<file path="config.mk">
export PLATFORM = sky130hd
export DESIGN_NAME = gvta_scale
export DESIGN_NICKNAME = d
export VERILOG_FILES = /design/src/hdl/gravity_vector_tilt_angles_macros.svh /design/src/hdl/gvta_pkg.sv /design/src/hdl/gvta_scale.sv
export SDC_FILE = /design/constraint.sdc
export NUM_CORES = 1
export LEC_CHECK = 0
export ABC_CLOCK_PERIOD_IN_PS = 7700
export BUFFER_PORTS_ARGS = -buffer_cell sky130_fd_sc_hd__buf_4
export CORE_MARGIN = 2
export CORE_UTILIZATION = 50
export CTS_CLUSTER_SIZE = 24
export DETAILED_ROUTE_END_ITERATION = 16
export HOLD_SLACK_MARGIN = 0.05
export PLACE_DENSITY = 0.68
export SLEW_MARGIN = 20
export SYNTH_ARGS = -nofsm -noshare
export SYNTH_HDL_FRONTEND = slang
export SYNTH_SLANG_ARGS = --single-unit
</file>
<file path="constraint.sdc">
create_clock -name i_clk -period 7.7 [get_ports i_clk]
set_input_delay 1.54 -clock i_clk [delete_from_list [all_inputs] [get_ports i_clk]]
set_output_delay 1.54 -clock i_clk [all_outputs]
set_load 0.05 [all_outputs]
</file>
<file path="src/hdl/gravity_vector_tilt_angles_macros.svh">
// Assertion helpers for the tilt angle block.
// Each macro takes a label, a clock, an active-low reset, an antecedent and a consequent.
`ifndef GRAVITY_VECTOR_TILT_ANGLES_MACROS_SVH
`define GRAVITY_VECTOR_TILT_ANGLES_MACROS_SVH

`ifndef SYNTHESIS

`define GVTA_ASSERT_SAME(lbl, clk, rst_n, ante, cons) \
    lbl: assert property (@(posedge clk) disable iff (!rst_n) (ante) |-> (cons)) \
        else $error("same-cycle check failed");

`define GVTA_ASSERT_NEXT(lbl, clk, rst_n, ante, cons) \
    lbl: assert property (@(posedge clk) disable iff (!rst_n) (ante) |=> (cons)) \
        else $error("next-cycle check failed");

`else

`define GVTA_ASSERT_SAME(lbl, clk, rst_n, ante, cons)

`define GVTA_ASSERT_NEXT(lbl, clk, rst_n, ante, cons)

`endif

`endif

</file>
<file path="src/hdl/gvta_pkg.sv">
package gvta_pkg;

    localparam int GVTA_STAGES       = 16;
    localparam int GVTA_TABLE_STAGES = 24;

    localparam int TAG_W  = 6;
    localparam int GRAV_W = 16;
    localparam int CDEG_W = 16;
    localparam int ANG_W  = 32;
    // 2^29 magnitude after scaling, CORDIC gain and sqrt(2) stay below 2^31
    localparam int VEC_W  = 33;
    localparam int SCALE_SH = 14;

    localparam logic [ANG_W-1:0] HALF_TURN    = 32'h8000_0000;
    localparam logic [ANG_W-1:0] QUARTER_TURN = 32'h4000_0000;
    localparam logic [CDEG_W-1:0] CDEG_TURN   = 16'd36000;

    // atan(2^-i) as a fraction of a full turn, scaled by 2^32
    localparam logic [ANG_W-1:0] GVTA_ATAN [GVTA_TABLE_STAGES] = '{
        32'd536870912, 32'd316933406, 32'd167458907, 32'd85004756,
        32'd42667331,  32'd21354465,  32'd10680862,  32'd5340245,
        32'd2670163,   32'd1335087,   32'd667544,    32'd333772,
        32'd166886,    32'd83443,     32'd41722,     32'd20861,
        32'd10430,     32'd5215,      32'd2608,      32'd1304,
        32'd652,       32'd326,       32'd163,       32'd81
    };

    typedef struct packed {
        logic [TAG_W-1:0]         sensor_tag;
        logic signed [GRAV_W-1:0] grav_x;
        logic signed [GRAV_W-1:0] grav_y;
        logic signed [GRAV_W-1:0] grav_z;
    } t_gvta_in;

    typedef struct packed {
        logic [TAG_W-1:0]  tag_out;
        logic [CDEG_W-1:0] pitch_centideg;
        logic [CDEG_W-1:0] roll_centideg;
    } t_gvta_out;

    typedef struct packed {
        logic signed [VEC_W-1:0] a;
        logic signed [VEC_W-1:0] b;
        logic [ANG_W-1:0]        ang;
        logic                    zero;
    } t_gvta_vec;

    // scale and fold the vector into the right half plane
    function automatic t_gvta_vec gvta_init_vec(logic signed [GRAV_W-1:0] a_in,
                                                logic signed [GRAV_W-1:0] b_in);
        t_gvta_vec               v;
        logic signed [VEC_W-1:0] a_s;
        logic signed [VEC_W-1:0] b_s;
        a_s = {{(VEC_W-GRAV_W-SCALE_SH){a_in[GRAV_W-1]}}, a_in, {SCALE_SH{1'b0}}};
        b_s = {{(VEC_W-GRAV_W-SCALE_SH){b_in[GRAV_W-1]}}, b_in, {SCALE_SH{1'b0}}};
        v.zero = (a_in == '0) && (b_in == '0);
        if (a_s[VEC_W-1]) begin
            v.a   = -a_s;
            v.b   = -b_s;
            v.ang = HALF_TURN;
        end else begin
            v.a   = a_s;
            v.b   = b_s;
            v.ang = '0;
        end
        return v;
    endfunction

endpackage

</file>
<file path="src/hdl/gvta_scale.sv">
module gvta_scale (
    input  logic                          i_clk,
    input  logic                          i_en,
    input  logic [gvta_pkg::ANG_W-1:0]    i_ang,
    input  logic                          i_zero,
    output logic [gvta_pkg::CDEG_W-1:0]   o_centideg
);
    import gvta_pkg::*;

    localparam int PROD_W = ANG_W + CDEG_W;

    logic [ANG_W-1:0]  ang_adj;
    logic [PROD_W-1:0] r_prod;
    logic [PROD_W-1:0] n_prod;
    logic [PROD_W-1:0] sum;
    logic [CDEG_W-1:0] r_cdeg;
    logic [CDEG_W-1:0] n_cdeg;

    // minus a quarter turn; wraps mod 2^32 like the +360 fold
    assign ang_adj = (i_zero ? '0 : i_ang) - QUARTER_TURN;
    assign n_prod  = PROD_W'(ang_adj) * PROD_W'(CDEG_TURN);

    always_comb begin
        sum    = r_prod + PROD_W'(HALF_TURN);
        n_cdeg = sum[PROD_W-1:ANG_W];
        if (n_cdeg >= CDEG_TURN) begin
            n_cdeg = '0;
        end
    end

    always_ff @(posedge i_clk) begin
        if (i_en) begin
            r_prod <= n_prod;
            r_cdeg <= n_cdeg;
        end
    end

    assign o_centideg = r_cdeg;

endmodule

</file>
After elaboration in Yosys (flattened, before gate mapping) --
Index checks and enable logic that the tools add are counted.
Storage, ports and cells: bits in registers 59, output and inout port bits 16, word-level logic and storage cells 7
Operators by class: add/subtract/negate cells 2, multiply operators 1, order comparisons 1, muxes and demuxes 1
Operator list (count):
- $add 48x32->48 const B | 1
- $mul 32x11->43 const B | 1
- $mux 32 | 1
- $sub 32x31->32 const B | 1
- $ge 16x16->1 const B | 1

Longest topological paths before layout --
word-level depth 3, gate-level depth with buffers 22

Worst setup path before layout --
Ideal clock, no wire load.
path type input-to-reg, start point input port i_zero, end point register r_prod[46], data pin, library setup time 260 ps, arrival time 6938 ps, data required time 7440 ps, path slack 503 ps, stages 20, cell sequence clkbuf_1 > clkbuf_1 > buf_1 > clkbuf_1 > nor2_1 > ha_1 > fa_1 > fa_1 > inv_1 > fa_1 > inv_1 > ha_1 > and4_1 > nand2_1 > or4_4 > o41ai_4 > o211ai_1 > or4b_1 > a41oi_2 > a21oi_1
Between the ends: cells in the longest elaborated chain, start to end 3
RTL lines:
- from (decl) | line gvta_scale.sv:5 | input logic i_zero,
- $mux 32 | line gvta_scale.sv:20 | assign ang_adj = (i_zero ? '0 : i_ang) - QUARTER_TURN;
- $sub 32x31->32 | line gvta_scale.sv:20
- $mul 32x11->43 | line gvta_scale.sv:21 | assign n_prod = PROD_W'(ang_adj) * PROD_W'(CDEG_TURN);
- via n_prod[46] | line gvta_scale.sv:14 | logic [PROD_W-1:0] n_prod;
- to (signal assigned) | line gvta_scale.sv:33 | r_prod <= n_prod;
- to (decl) | line gvta_scale.sv:13 | logic [PROD_W-1:0] r_prod;
The timed path passes the listed nets, and every way through them passes these cells. A chain may end at the register's enable or synchronous reset.

Worst setup path in the final report --
Same ends and word-level chain as after synthesis.

==> results.txt <==
Status: completed
Seq pwr share: 20.6%
RR Startpoint: r_prod[31]
FF+latch area: 991 µm²
Achievable frequency: 148 MHz
FFs w/ async S/R, synth: 0%
Setup Buffers After CTS: 0
Gate power share: 68.8%
Row cnt: 44
Drt via density: 5.30
Worst hold path startpoint: r_prod[38]
Via count: 5,608
Most frequent cell after synthesis: inv_1
CTS clk-pin slew, worst paths: 0.05 ns
Worst clock skew: 0.00265 ns
ANT nets after route: 0
First-pass DRT Iterations: 4
Synthesis-to-finish area growth: 9.03%
GP Congestion: 0.870
Pin count of the biggest net entering global routing: 60
CTS tree: built
Leakage power: 0.00408 µW
Antenna fix cells: 0
Critical Path Source: i_zero
Initial antenna violation count: 0
Startpoint Class: input port
Starting Density: 51.0%
TritonCTS buffer count: 5
Final nets: 1,108
Slew Limit Headroom: 57.0%
Total I/O pin count: 51
PostCTS Resize Cnt: 0
Worst path required time: 7.72 ns
Sw frac: 47.8%
EDFF count, synth: 33
Worst Tran Pin Value: 0.642 ns
Clk network pwr share: 10.7%
P_int: 869 µW
Synth Register Bits: 33
PwrDens: 206 mW/mm²
Fillers: 1,398
Cts hold-fix bufs: 0
Final min period: 6.74 ns
Final setup violation count: 0
CTS max path bufs: 2
Cell total after placement: 1,052
Clock latency on the worst-skew pair: 0.27 ns
Core area: 0.0145 mm²
First-pass GRT wire length: 25.6 mm
Input/output buffers: 50
DP HPWL: 12.6 mm
Cell taking the most area after synthesis: fa_1
Mux share of post-synthesis cell area: 0%
Die ar.: 0.0158 mm²
Setup crit end kind: register
Setup_tns: 0 ns
Area of the multi-input gates: 0.00579 mm²
Clk sinks: 33
Layout cell share with drive strength beyond 1: 7.77%
Synth warnings: 0
Max Slew Vio Count: 0
Final hold viol count: 0
Net load switching power: 795 µW
Main combinational cell family by area after synthesis: adder cells
Peak supply drop: 0.0000992 V
Top_reg_cell synth: edfxtp_1
Die W: 126 µm
Crit path kind: input port to register
Hold Path Class: register to register
Synth Area in Adders: 41.4%
Drt drc: 0
Synthesized area: 0.00742 mm²
Vias in the first global route: 5,299
Fin cells: 1,059
Syn Nets: 1,079
Fraction of the mapped netlist area in compound gates: 9.62%
Synth top area share: 21.3%
Synth unique cells: 49
Hold WS: 0.687 ns
Signal arrival time at the worst endpoint: 6.76 ns
Die height: 126 µm
RSZ-0062 raised after global routing: false
Setup slack after layout: 0.958 ns
Post-synthesis cell count: 846
Pre-CTS WS: 0.661 ns
Total power: 1660 µW
GR Overflow Total: 0
Synth cell count leaders: 131 x inv_1, 119 x ha_1, 79 x fa_1
Crit path max fanout: 59
Gr usage total: 19.4%
Avg Synthesized Cell Area: 8.77 µm²
Root buf cell: clkbuf_16
Simple-gate share of the synthesized area: 17.1%
Drt wl/cell: 14.2 µm
Htree depth: 2
Max cap viols: 0
Register area share after synthesis: 13.4%
Tcrit/Tclk final: 87.6%
Xor and xnor area share after synthesis: 9.92%
Final WL: 15.0 mm
Iteration-0 DRC Markers: 308
Synth top area cells: fa_1 21%, ha_1 20%, edfxtp_1 13%
[cells by family after synthesis]
group / Yosys count
buffers and inverters: 169
AOI/OAI and AO/OA: 108
adders and majority gates: 198
and+or+nand+nor: 254
xor gates and xnor gates: 84
DFF: 33
[worst max-delay path, stage by stage]
cell	delay, ns
buf_4	0.45
buf_4	0.34
nor2_1	0.08
ha_1	0.31
fa_1	0.52
fa_1	0.57
inv_1	0.06
fa_1	0.53
inv_1	0.04
ha_1	0.37
nand3_1	0.11
or4_4	0.56
o41ai_4	0.26
o211ai_1	0.16
or4b_1	0.54
a41oi_2	0.22
a21oi_1	0.06
[flip-flops by register name, indices dropped and copies added, names as in the netlist]
register	cells
r_prod	17
o_centideg	16
[path summary, 6_finish.rpt]
check	endpoint	slack [ns]	depth (start not counted)
max	r_prod[46]	0.96	17
min	o_centideg[6]	0.69	2
max reg2reg	o_centideg[2]	5.03	9
min reg2reg	o_centideg[6]	0.69	2
[cell type report]
| type | instances | area share (%) |
|---|---|---|
| clock buffers | 6 | 1.59 |
| inverters | 131 | 6.08 |
| well taps | 184 | 2.85 |
| flip-flops and latches | 33 | 12.3 |
| repair buffers | 60 | 5.57 |
| clock inverters | 1 | 0.0464 |
| multi-input cells | 644 | 71.6 |
[per-stage QoR]
step                      instance area, µm²  util, %
after global routing                    8090     55.6
after floorplan                         7420        -
after detailed placement                7950     54.7
after CTS                               8090     55.6
final                                   8090     55.6
after global placement                  7950     54.7
[per-layer routing]
layer / track usage (%) / routed length, µm
met2: 31.6 / 7090
met1: 29.0 / 7320
met3: 1.95 / 538
met4: 2.59 / 91
met5: 0 / 0
[power by group through the flow]
stage	Clock, µW	Sequential [µW]	Combinational, µW
final	177	343	1140
after global routing	188	352	1310
after CTS	181	342	1150
after detailed placement	0	345	1140
after global placement	0	344	1120
after floorplan	0	399	829
[cells in the final DEF, fill, tap and decap left out, types with 9 or more instances in the layout]
cell type	count
inv_1	131
and3_1	12
fa_1	79
buf_4	60
a21o_1	19
nand3_1	29
a21oi_1	32
xnor2_1	56
edfxtp_1	33
nand2_1	41
o21ai_0	16
nand4_1	21
nor2_1	78
nor3_1	9
xor2_1	28
ha_1	119
nor2b_1	42
No activity file was read; power rests on OpenSTA's default activity.
