[config.mk]
export PLATFORM = sky130hd
export DESIGN_NAME = gvta_cell
export DESIGN_NICKNAME = d
export VERILOG_FILES = /design/src/hdl/gravity_vector_tilt_angles_macros.svh /design/src/hdl/gvta_pkg.sv /design/src/hdl/gvta_cell.sv
export SDC_FILE = /design/constraint.sdc
export NUM_CORES = 1
export LEC_CHECK = 0
export BUFFER_PORTS_ARGS = -buffer_cell sky130_fd_sc_hd__buf_2
export CAP_MARGIN = 20
export CORE_MARGIN = 2
export CORE_UTILIZATION = 29
export CTS_BUF_LIST = sky130_fd_sc_hd__clkbuf_2 sky130_fd_sc_hd__clkbuf_4 sky130_fd_sc_hd__clkbuf_8
export DETAILED_ROUTE_END_ITERATION = 12
export PLACE_DENSITY_LB_ADDON = 0.12
export SYNTH_ARGS = -nofsm -noshare
export SYNTH_HDL_FRONTEND = slang
export SYNTH_SLANG_ARGS = --single-unit
[constraint.sdc]
create_clock -name i_clk -period 4.6 [get_ports i_clk]
set_clock_uncertainty 0.15 [all_clocks]
set_input_delay 0.92 -clock i_clk [delete_from_list [all_inputs] [get_ports i_clk]]
set_output_delay 0.92 -clock i_clk [all_outputs]
set_load 0.1 [all_outputs]
[src/hdl/gravity_vector_tilt_angles_macros.svh]
// Assertion helpers for the tilt angle block.
// Each macro takes a label, a clock, an active-low reset, an antecedent and a consequent.
`ifndef GRAVITY_VECTOR_TILT_ANGLES_MACROS_SVH
`define GRAVITY_VECTOR_TILT_ANGLES_MACROS_SVH

`ifndef SYNTHESIS

`define GVTA_ASSERT_SAME(lbl, clk, rst_n, ante, cons) \
    lbl: assert property (@(posedge clk) disable iff (!rst_n) (ante) |-> (cons)) \
        else $error("same-cycle check failed");

`define GVTA_ASSERT_NEXT(lbl, clk, rst_n, ante, cons) \
    lbl: assert property (@(posedge clk) disable iff (!rst_n) (ante) |=> (cons)) \
        else $error("next-cycle check failed");

`else

`define GVTA_ASSERT_SAME(lbl, clk, rst_n, ante, cons)

`define GVTA_ASSERT_NEXT(lbl, clk, rst_n, ante, cons)

`endif

`endif

[src/hdl/gvta_pkg.sv]
package gvta_pkg;

    localparam int GVTA_STAGES       = 16;
    localparam int GVTA_TABLE_STAGES = 24;

    localparam int TAG_W  = 6;
    localparam int GRAV_W = 16;
    localparam int CDEG_W = 16;
    localparam int ANG_W  = 32;
    // 2^29 magnitude after scaling, CORDIC gain and sqrt(2) stay below 2^31
    localparam int VEC_W  = 33;
    localparam int SCALE_SH = 14;

    localparam logic [ANG_W-1:0] HALF_TURN    = 32'h8000_0000;
    localparam logic [ANG_W-1:0] QUARTER_TURN = 32'h4000_0000;
    localparam logic [CDEG_W-1:0] CDEG_TURN   = 16'd36000;

    // atan(2^-i) as a fraction of a full turn, scaled by 2^32
    localparam logic [ANG_W-1:0] GVTA_ATAN [GVTA_TABLE_STAGES] = '{
        32'd536870912, 32'd316933406, 32'd167458907, 32'd85004756,
        32'd42667331,  32'd21354465,  32'd10680862,  32'd5340245,
        32'd2670163,   32'd1335087,   32'd667544,    32'd333772,
        32'd166886,    32'd83443,     32'd41722,     32'd20861,
        32'd10430,     32'd5215,      32'd2608,      32'd1304,
        32'd652,       32'd326,       32'd163,       32'd81
    };

    typedef struct packed {
        logic [TAG_W-1:0]         sensor_tag;
        logic signed [GRAV_W-1:0] grav_x;
        logic signed [GRAV_W-1:0] grav_y;
        logic signed [GRAV_W-1:0] grav_z;
    } t_gvta_in;

    typedef struct packed {
        logic [TAG_W-1:0]  tag_out;
        logic [CDEG_W-1:0] pitch_centideg;
        logic [CDEG_W-1:0] roll_centideg;
    } t_gvta_out;

    typedef struct packed {
        logic signed [VEC_W-1:0] a;
        logic signed [VEC_W-1:0] b;
        logic [ANG_W-1:0]        ang;
        logic                    zero;
    } t_gvta_vec;

    // scale and fold the vector into the right half plane
    function automatic t_gvta_vec gvta_init_vec(logic signed [GRAV_W-1:0] a_in,
                                                logic signed [GRAV_W-1:0] b_in);
        t_gvta_vec               v;
        logic signed [VEC_W-1:0] a_s;
        logic signed [VEC_W-1:0] b_s;
        a_s = {{(VEC_W-GRAV_W-SCALE_SH){a_in[GRAV_W-1]}}, a_in, {SCALE_SH{1'b0}}};
        b_s = {{(VEC_W-GRAV_W-SCALE_SH){b_in[GRAV_W-1]}}, b_in, {SCALE_SH{1'b0}}};
        v.zero = (a_in == '0) && (b_in == '0);
        if (a_s[VEC_W-1]) begin
            v.a   = -a_s;
            v.b   = -b_s;
            v.ang = HALF_TURN;
        end else begin
            v.a   = a_s;
            v.b   = b_s;
            v.ang = '0;
        end
        return v;
    endfunction

endpackage

[src/hdl/gvta_cell.sv]
module gvta_cell #(
    parameter int                           SHIFT     = 0,
    parameter logic [gvta_pkg::ANG_W-1:0]   ATAN_STEP = '0
) (
    input  logic                i_clk,
    input  logic                i_en,
    input  gvta_pkg::t_gvta_vec i_vec,
    output gvta_pkg::t_gvta_vec o_vec
);
    import gvta_pkg::*;

    t_gvta_vec               r_vec;
    t_gvta_vec               n_vec;
    logic signed [VEC_W-1:0] da;
    logic signed [VEC_W-1:0] db;

    always_comb begin
        da    = i_vec.b >>> SHIFT;
        db    = i_vec.a >>> SHIFT;
        n_vec = i_vec;
        // rotate toward the x axis, direction set by the sign of b
        if (!i_vec.b[VEC_W-1]) begin
            n_vec.a   = i_vec.a + da;
            n_vec.b   = i_vec.b - db;
            n_vec.ang = i_vec.ang + ATAN_STEP;
        end else begin
            n_vec.a   = i_vec.a - da;
            n_vec.b   = i_vec.b + db;
            n_vec.ang = i_vec.ang - ATAN_STEP;
        end
    end

    always_ff @(posedge i_clk) begin
        if (i_en) begin
            r_vec <= n_vec;
        end
    end

    assign o_vec = r_vec;

endmodule

[After elaboration in Yosys (flattened, before gate mapping)]
Cells that the tools add are included.
Widths: inputs -> output; s select.
Cells by class
  $mul: 0
  muxes and demuxes: 1
  $add $sub $neg: 3
  shifts and indexed selects: 0
  equality and inequality tests: 0
  bitwise operators: 0
  reduce and logical (&&, ||, !) cells: 0
  divide/modulo/power cells: 0
  $lt $le $gt $ge: 0
Operators by type and width (number)
  $mux 98: 1
  $sub 33x33->33: 2
  $add 33x33->33: 1
Word-level totals
  register bits after elaboration: 99
  input bits: 101
  bits in latches: 0
  memories kept: 0
  ROM bits: 0
  memory bits (writable): 0
  word-level logic and storage cells: 8

[Logic depth before layout (Yosys ltp)]
  depth in word-level cells: 2
  gate-level depth with buffers: 13
  depth with buffers taken out: 12

[Worst setup path after synthesis]
No wires, ideal clock.
  path type: input-to-reg
  from: input port i_vec[37] (netlist bit)
  to: register r_vec (netlist bit o_vec[98]), data pin
  slack: 1024 ps
  data arrival time: 3162 ps
  buffers on the path: 1
  cell stages on the path: 11
  setup time: 264 ps
  cells stage by stage: inv_1 > ha_1 > buf_6 > or3_1 > o221ai_2 > a211o_4 > a211oi_2 > o31a_1 > or4_1 > a31oi_1 > xor2_1
RTL lines
  from (decl): line gvta_cell.sv:7  | input gvta_pkg::t_gvta_vec i_vec,
  to (signal assigned): line gvta_cell.sv:35  | r_vec <= n_vec;
  to (decl): line gvta_cell.sv:12  | t_gvta_vec r_vec;

==> qor.csv <==
stage,metric,value,unit
status,status,finished clean,
layout,insertedDiodeCount,0,
setup_path,cp_max_fo,3,
clock_network,cts.clk_slew.worst_paths,0.11,ns
detailed_routing,drtIter0Drc,654,
detailed_routing,avgRoutedWirePerCell,18.7,um
detailed_routing,drt_pass1_iterations,6,
layout,nFillCells,3135,
sta,relSlewSlack,31.3,%
yosys,seq_area_frac_synth,34.2,%
clock_network,clock_tree.buffer_depth,2,
yosys,syn_nets,1162,
detailed_routing,drc,0,
clock_network,cts_max_level,3,
placement,port_buffers,199,
yosys,yosys_register_bits,98,
floorplanning,chipHeight,176,um
setup_path,path_class,primary input to register,
clock_network,cts_inserted_buffers,9,
hold_path,hp-class,primary input to register,
sta,clock.fmax,0.253,GHz
clock_network,cts_tree,built,
placement,place_congestion,0.884,
clock_network,cts_setup_buffers,0,
detailed_routing,vias_per_cell,5.05,
yosys,synth_edf_count,98,
layout,final_area,10300,um2
hold_path,holdPathStages,1,
layout,syn2layout_area_growth,19.2,%
layout,nNetsFinal,1351,
clock_network,cts_hold_buf,0,
detailed_routing,vias,7764,
setup_path,critPathRequiredTime,4.59,ns
global_routing,grt_first_pass_wirelength,43.2,mm
yosys,avgSynthCellArea,9.04,um2
global_routing,grt_antenna_before_repair,0,
yosys,yosysUniqueCellTypes,73,
sta,hold_viol_final,0,
yosys,syn_inst,953,
placement,dp_hpwl,22.6,mm
sta,drv_slew,0,
floorplanning,start_util,29.2,%
yosys,synthArstFlopShare,0,%
power_and_ir_drop,power.leakage,0.00461,uW
sta,tightest_slew,1.03,ns
floorplanning,dieWidth,176,um
setup_path,arrival,3.94,ns
floorplanning,dieArea,31100,um2
detailed_routing,drt-total-wl,28.7,mm
yosys,yosysWarnings,0,
sta,setup_tns,0,ns
clock_network,clock_sinks,98,
setup_path,worstSetupEndpointType,register,
floorplanning,coreArea,29500,um2
yosys,synth-main-ff-cell,edfxtp_1,
floorplanning,ioPinCount,200,
sta,setup_viol,0,
sta,worst_slack,0.655,ns
placement,post_dp_cell_area,10100,um2
global_routing,grt_use_total,18.0,%
layout,largest_reg_flops,98,
power_and_ir_drop,power.density,362,nW/um2
global_routing,grt_max_degree,64,
layout,drive_gt1_share,22.2,%
clock_network,cts_resized,0,
sta,rsz0062_at_grt,no,
setup_path,worstSetupStartpointType,primary input,
clock_network,clock-root-buffer,clkbuf_8,
sta,finalCriticalPeriod,3.95,ns
detailed_routing,ant_nets,0,
placement,dp_slack,0.360,ns
sta,period_share,85.8,%
run,maxCapViolations,0,
sta,holdWs,0.551,ns
floorplanning,rows,63,
yosys,synth_area,8610,um2
power_and_ir_drop,fin_total_pwr,3710,uW
global_routing,gr-total-overflow,0,
power_and_ir_drop,worst_ir_drop_vdd,0.210,mV
global_routing,grt_pass1_vias,7571,
## placed cells by master (no fill, tap or decap), types with 14 or more instances in the layout
| cell type | count |
|---|---|
| buf_4 | 24 |
| buf_2 | 198 |
| mux2i_1 | 14 |
| o21bai_1 | 17 |
| nor2_1 | 77 |
| xor2_1 | 14 |
| o21ai_1 | 24 |
| ha_1 | 105 |
| nand2b_1 | 14 |
| edfxtp_1 | 98 |
| nand4_1 | 14 |
| nand2_1 | 43 |
| nor3_1 | 14 |
| a21oi_1 | 112 |
| xnor2_1 | 48 |
| a21o_1 | 30 |
| o21ai_0 | 38 |
| inv_1 | 83 |
## power breakdown
| group | switching, uW | internal [uW] |
|---|---|---|
| registers | 33.4 | 1150 |
| clock network | 355 | 202 |
| logic | 1540 | 432 |
## per-stage QoR
| step | util [%] | cells |
|---|---|---|
| 6_report | 34.8 | 1537 |
| 5_1_grt | 34.8 | 1537 |
| 4_1_cts | 34.8 | 1537 |
| 3_5_place_dp | 34.2 | 1521 |
| 3_3_place_gp | 34.2 | 1521 |
| 2_1_floorplan | - | 953 |
## cell families after synthesis
logic type | Yosys count | share of synthesized area [%]
flops | 98 | 34.2
fa+ha+maj | 108 | 15.9
compound gates | 317 | 23.6
simple gates | 216 | 12.1
buf+inv | 138 | 6.23
mux | 14 | 1.63
xor+xnor | 62 | 6.30
## critical path: stages
cell and delay (ns):
buf_2 0.11, inv_1 0.04, ha_1 0.22, fa_1 0.38, nand3b_1 0.20, a2111oi_0 0.60
or3_1 0.24, o31ai_1 0.12, o31ai_1 0.32, nand2b_1 0.19, o2111ai_1 0.23, o221ai_1 0.16
xor2_1 0.20
## final timing paths
path	startpoint	end	slack (ns)
setup / recovery	i_vec[33]	o_vec[65]	0.65
hold / removal	i_vec[8]	o_vec[8]	0.55
## routing by layer
| metal | global-route usage, % | wire, um |
|---|---|---|
| met2 | 28.7 | 12700 |
| met3 | 2.93 | 1900 |
| met1 | 25.4 | 13800 |
| met4 | 4.20 | 366 |
| met5 | 0 | 0 |
## layout make-up
cell class                 instances  area, um2  share of cell area (%)
multi-input combinational        717       5130                    50.0
timing repair buffer             222       1170                    11.4
sequential                        98       2940                    28.7
tap                              390        488                    4.75
clock inverter                     7       52.6                   0.512
inverter                          94        353                    3.44
clock buffer                       9        124                    1.21
## synthesized netlist by cell type, types with 4 or more instances
library cell	instances	area [um2]
o211ai_1	7	52.6
nand3_1	9	45.0
inv_2	11	41.3
edfxtp_1	98	2940
o21a_1	11	82.6
o21ai_0	38	190
clkbuf_1	24	90.1
buf_2	6	30.0
nor4_1	8	50.1
and2_1	5	31.3
o31ai_1	7	52.6
and3_1	4	25.0
o221ai_1	6	52.6
nor2_1	77	289
nor2b_1	5	31.3
nand2b_1	14	87.6
nand4_1	14	87.6
ha_1	105	1310
a21o_1	30	225
a31oi_1	7	43.8
inv_1	83	312
nand2_1	43	161
nor3_1	14	70.1
o21ai_1	24	120
a211oi_1	11	82.6
mux2i_1	14	140
xor2_1	14	123
o21bai_1	17	128
xnor2_1	48	420
buf_1	12	45.0
a21oi_1	112	561
a211o_1	4	35.0
or3_1	6	37.5
or4_1	4	30.0
No activity file was read; power rests on OpenSTA's default activity.
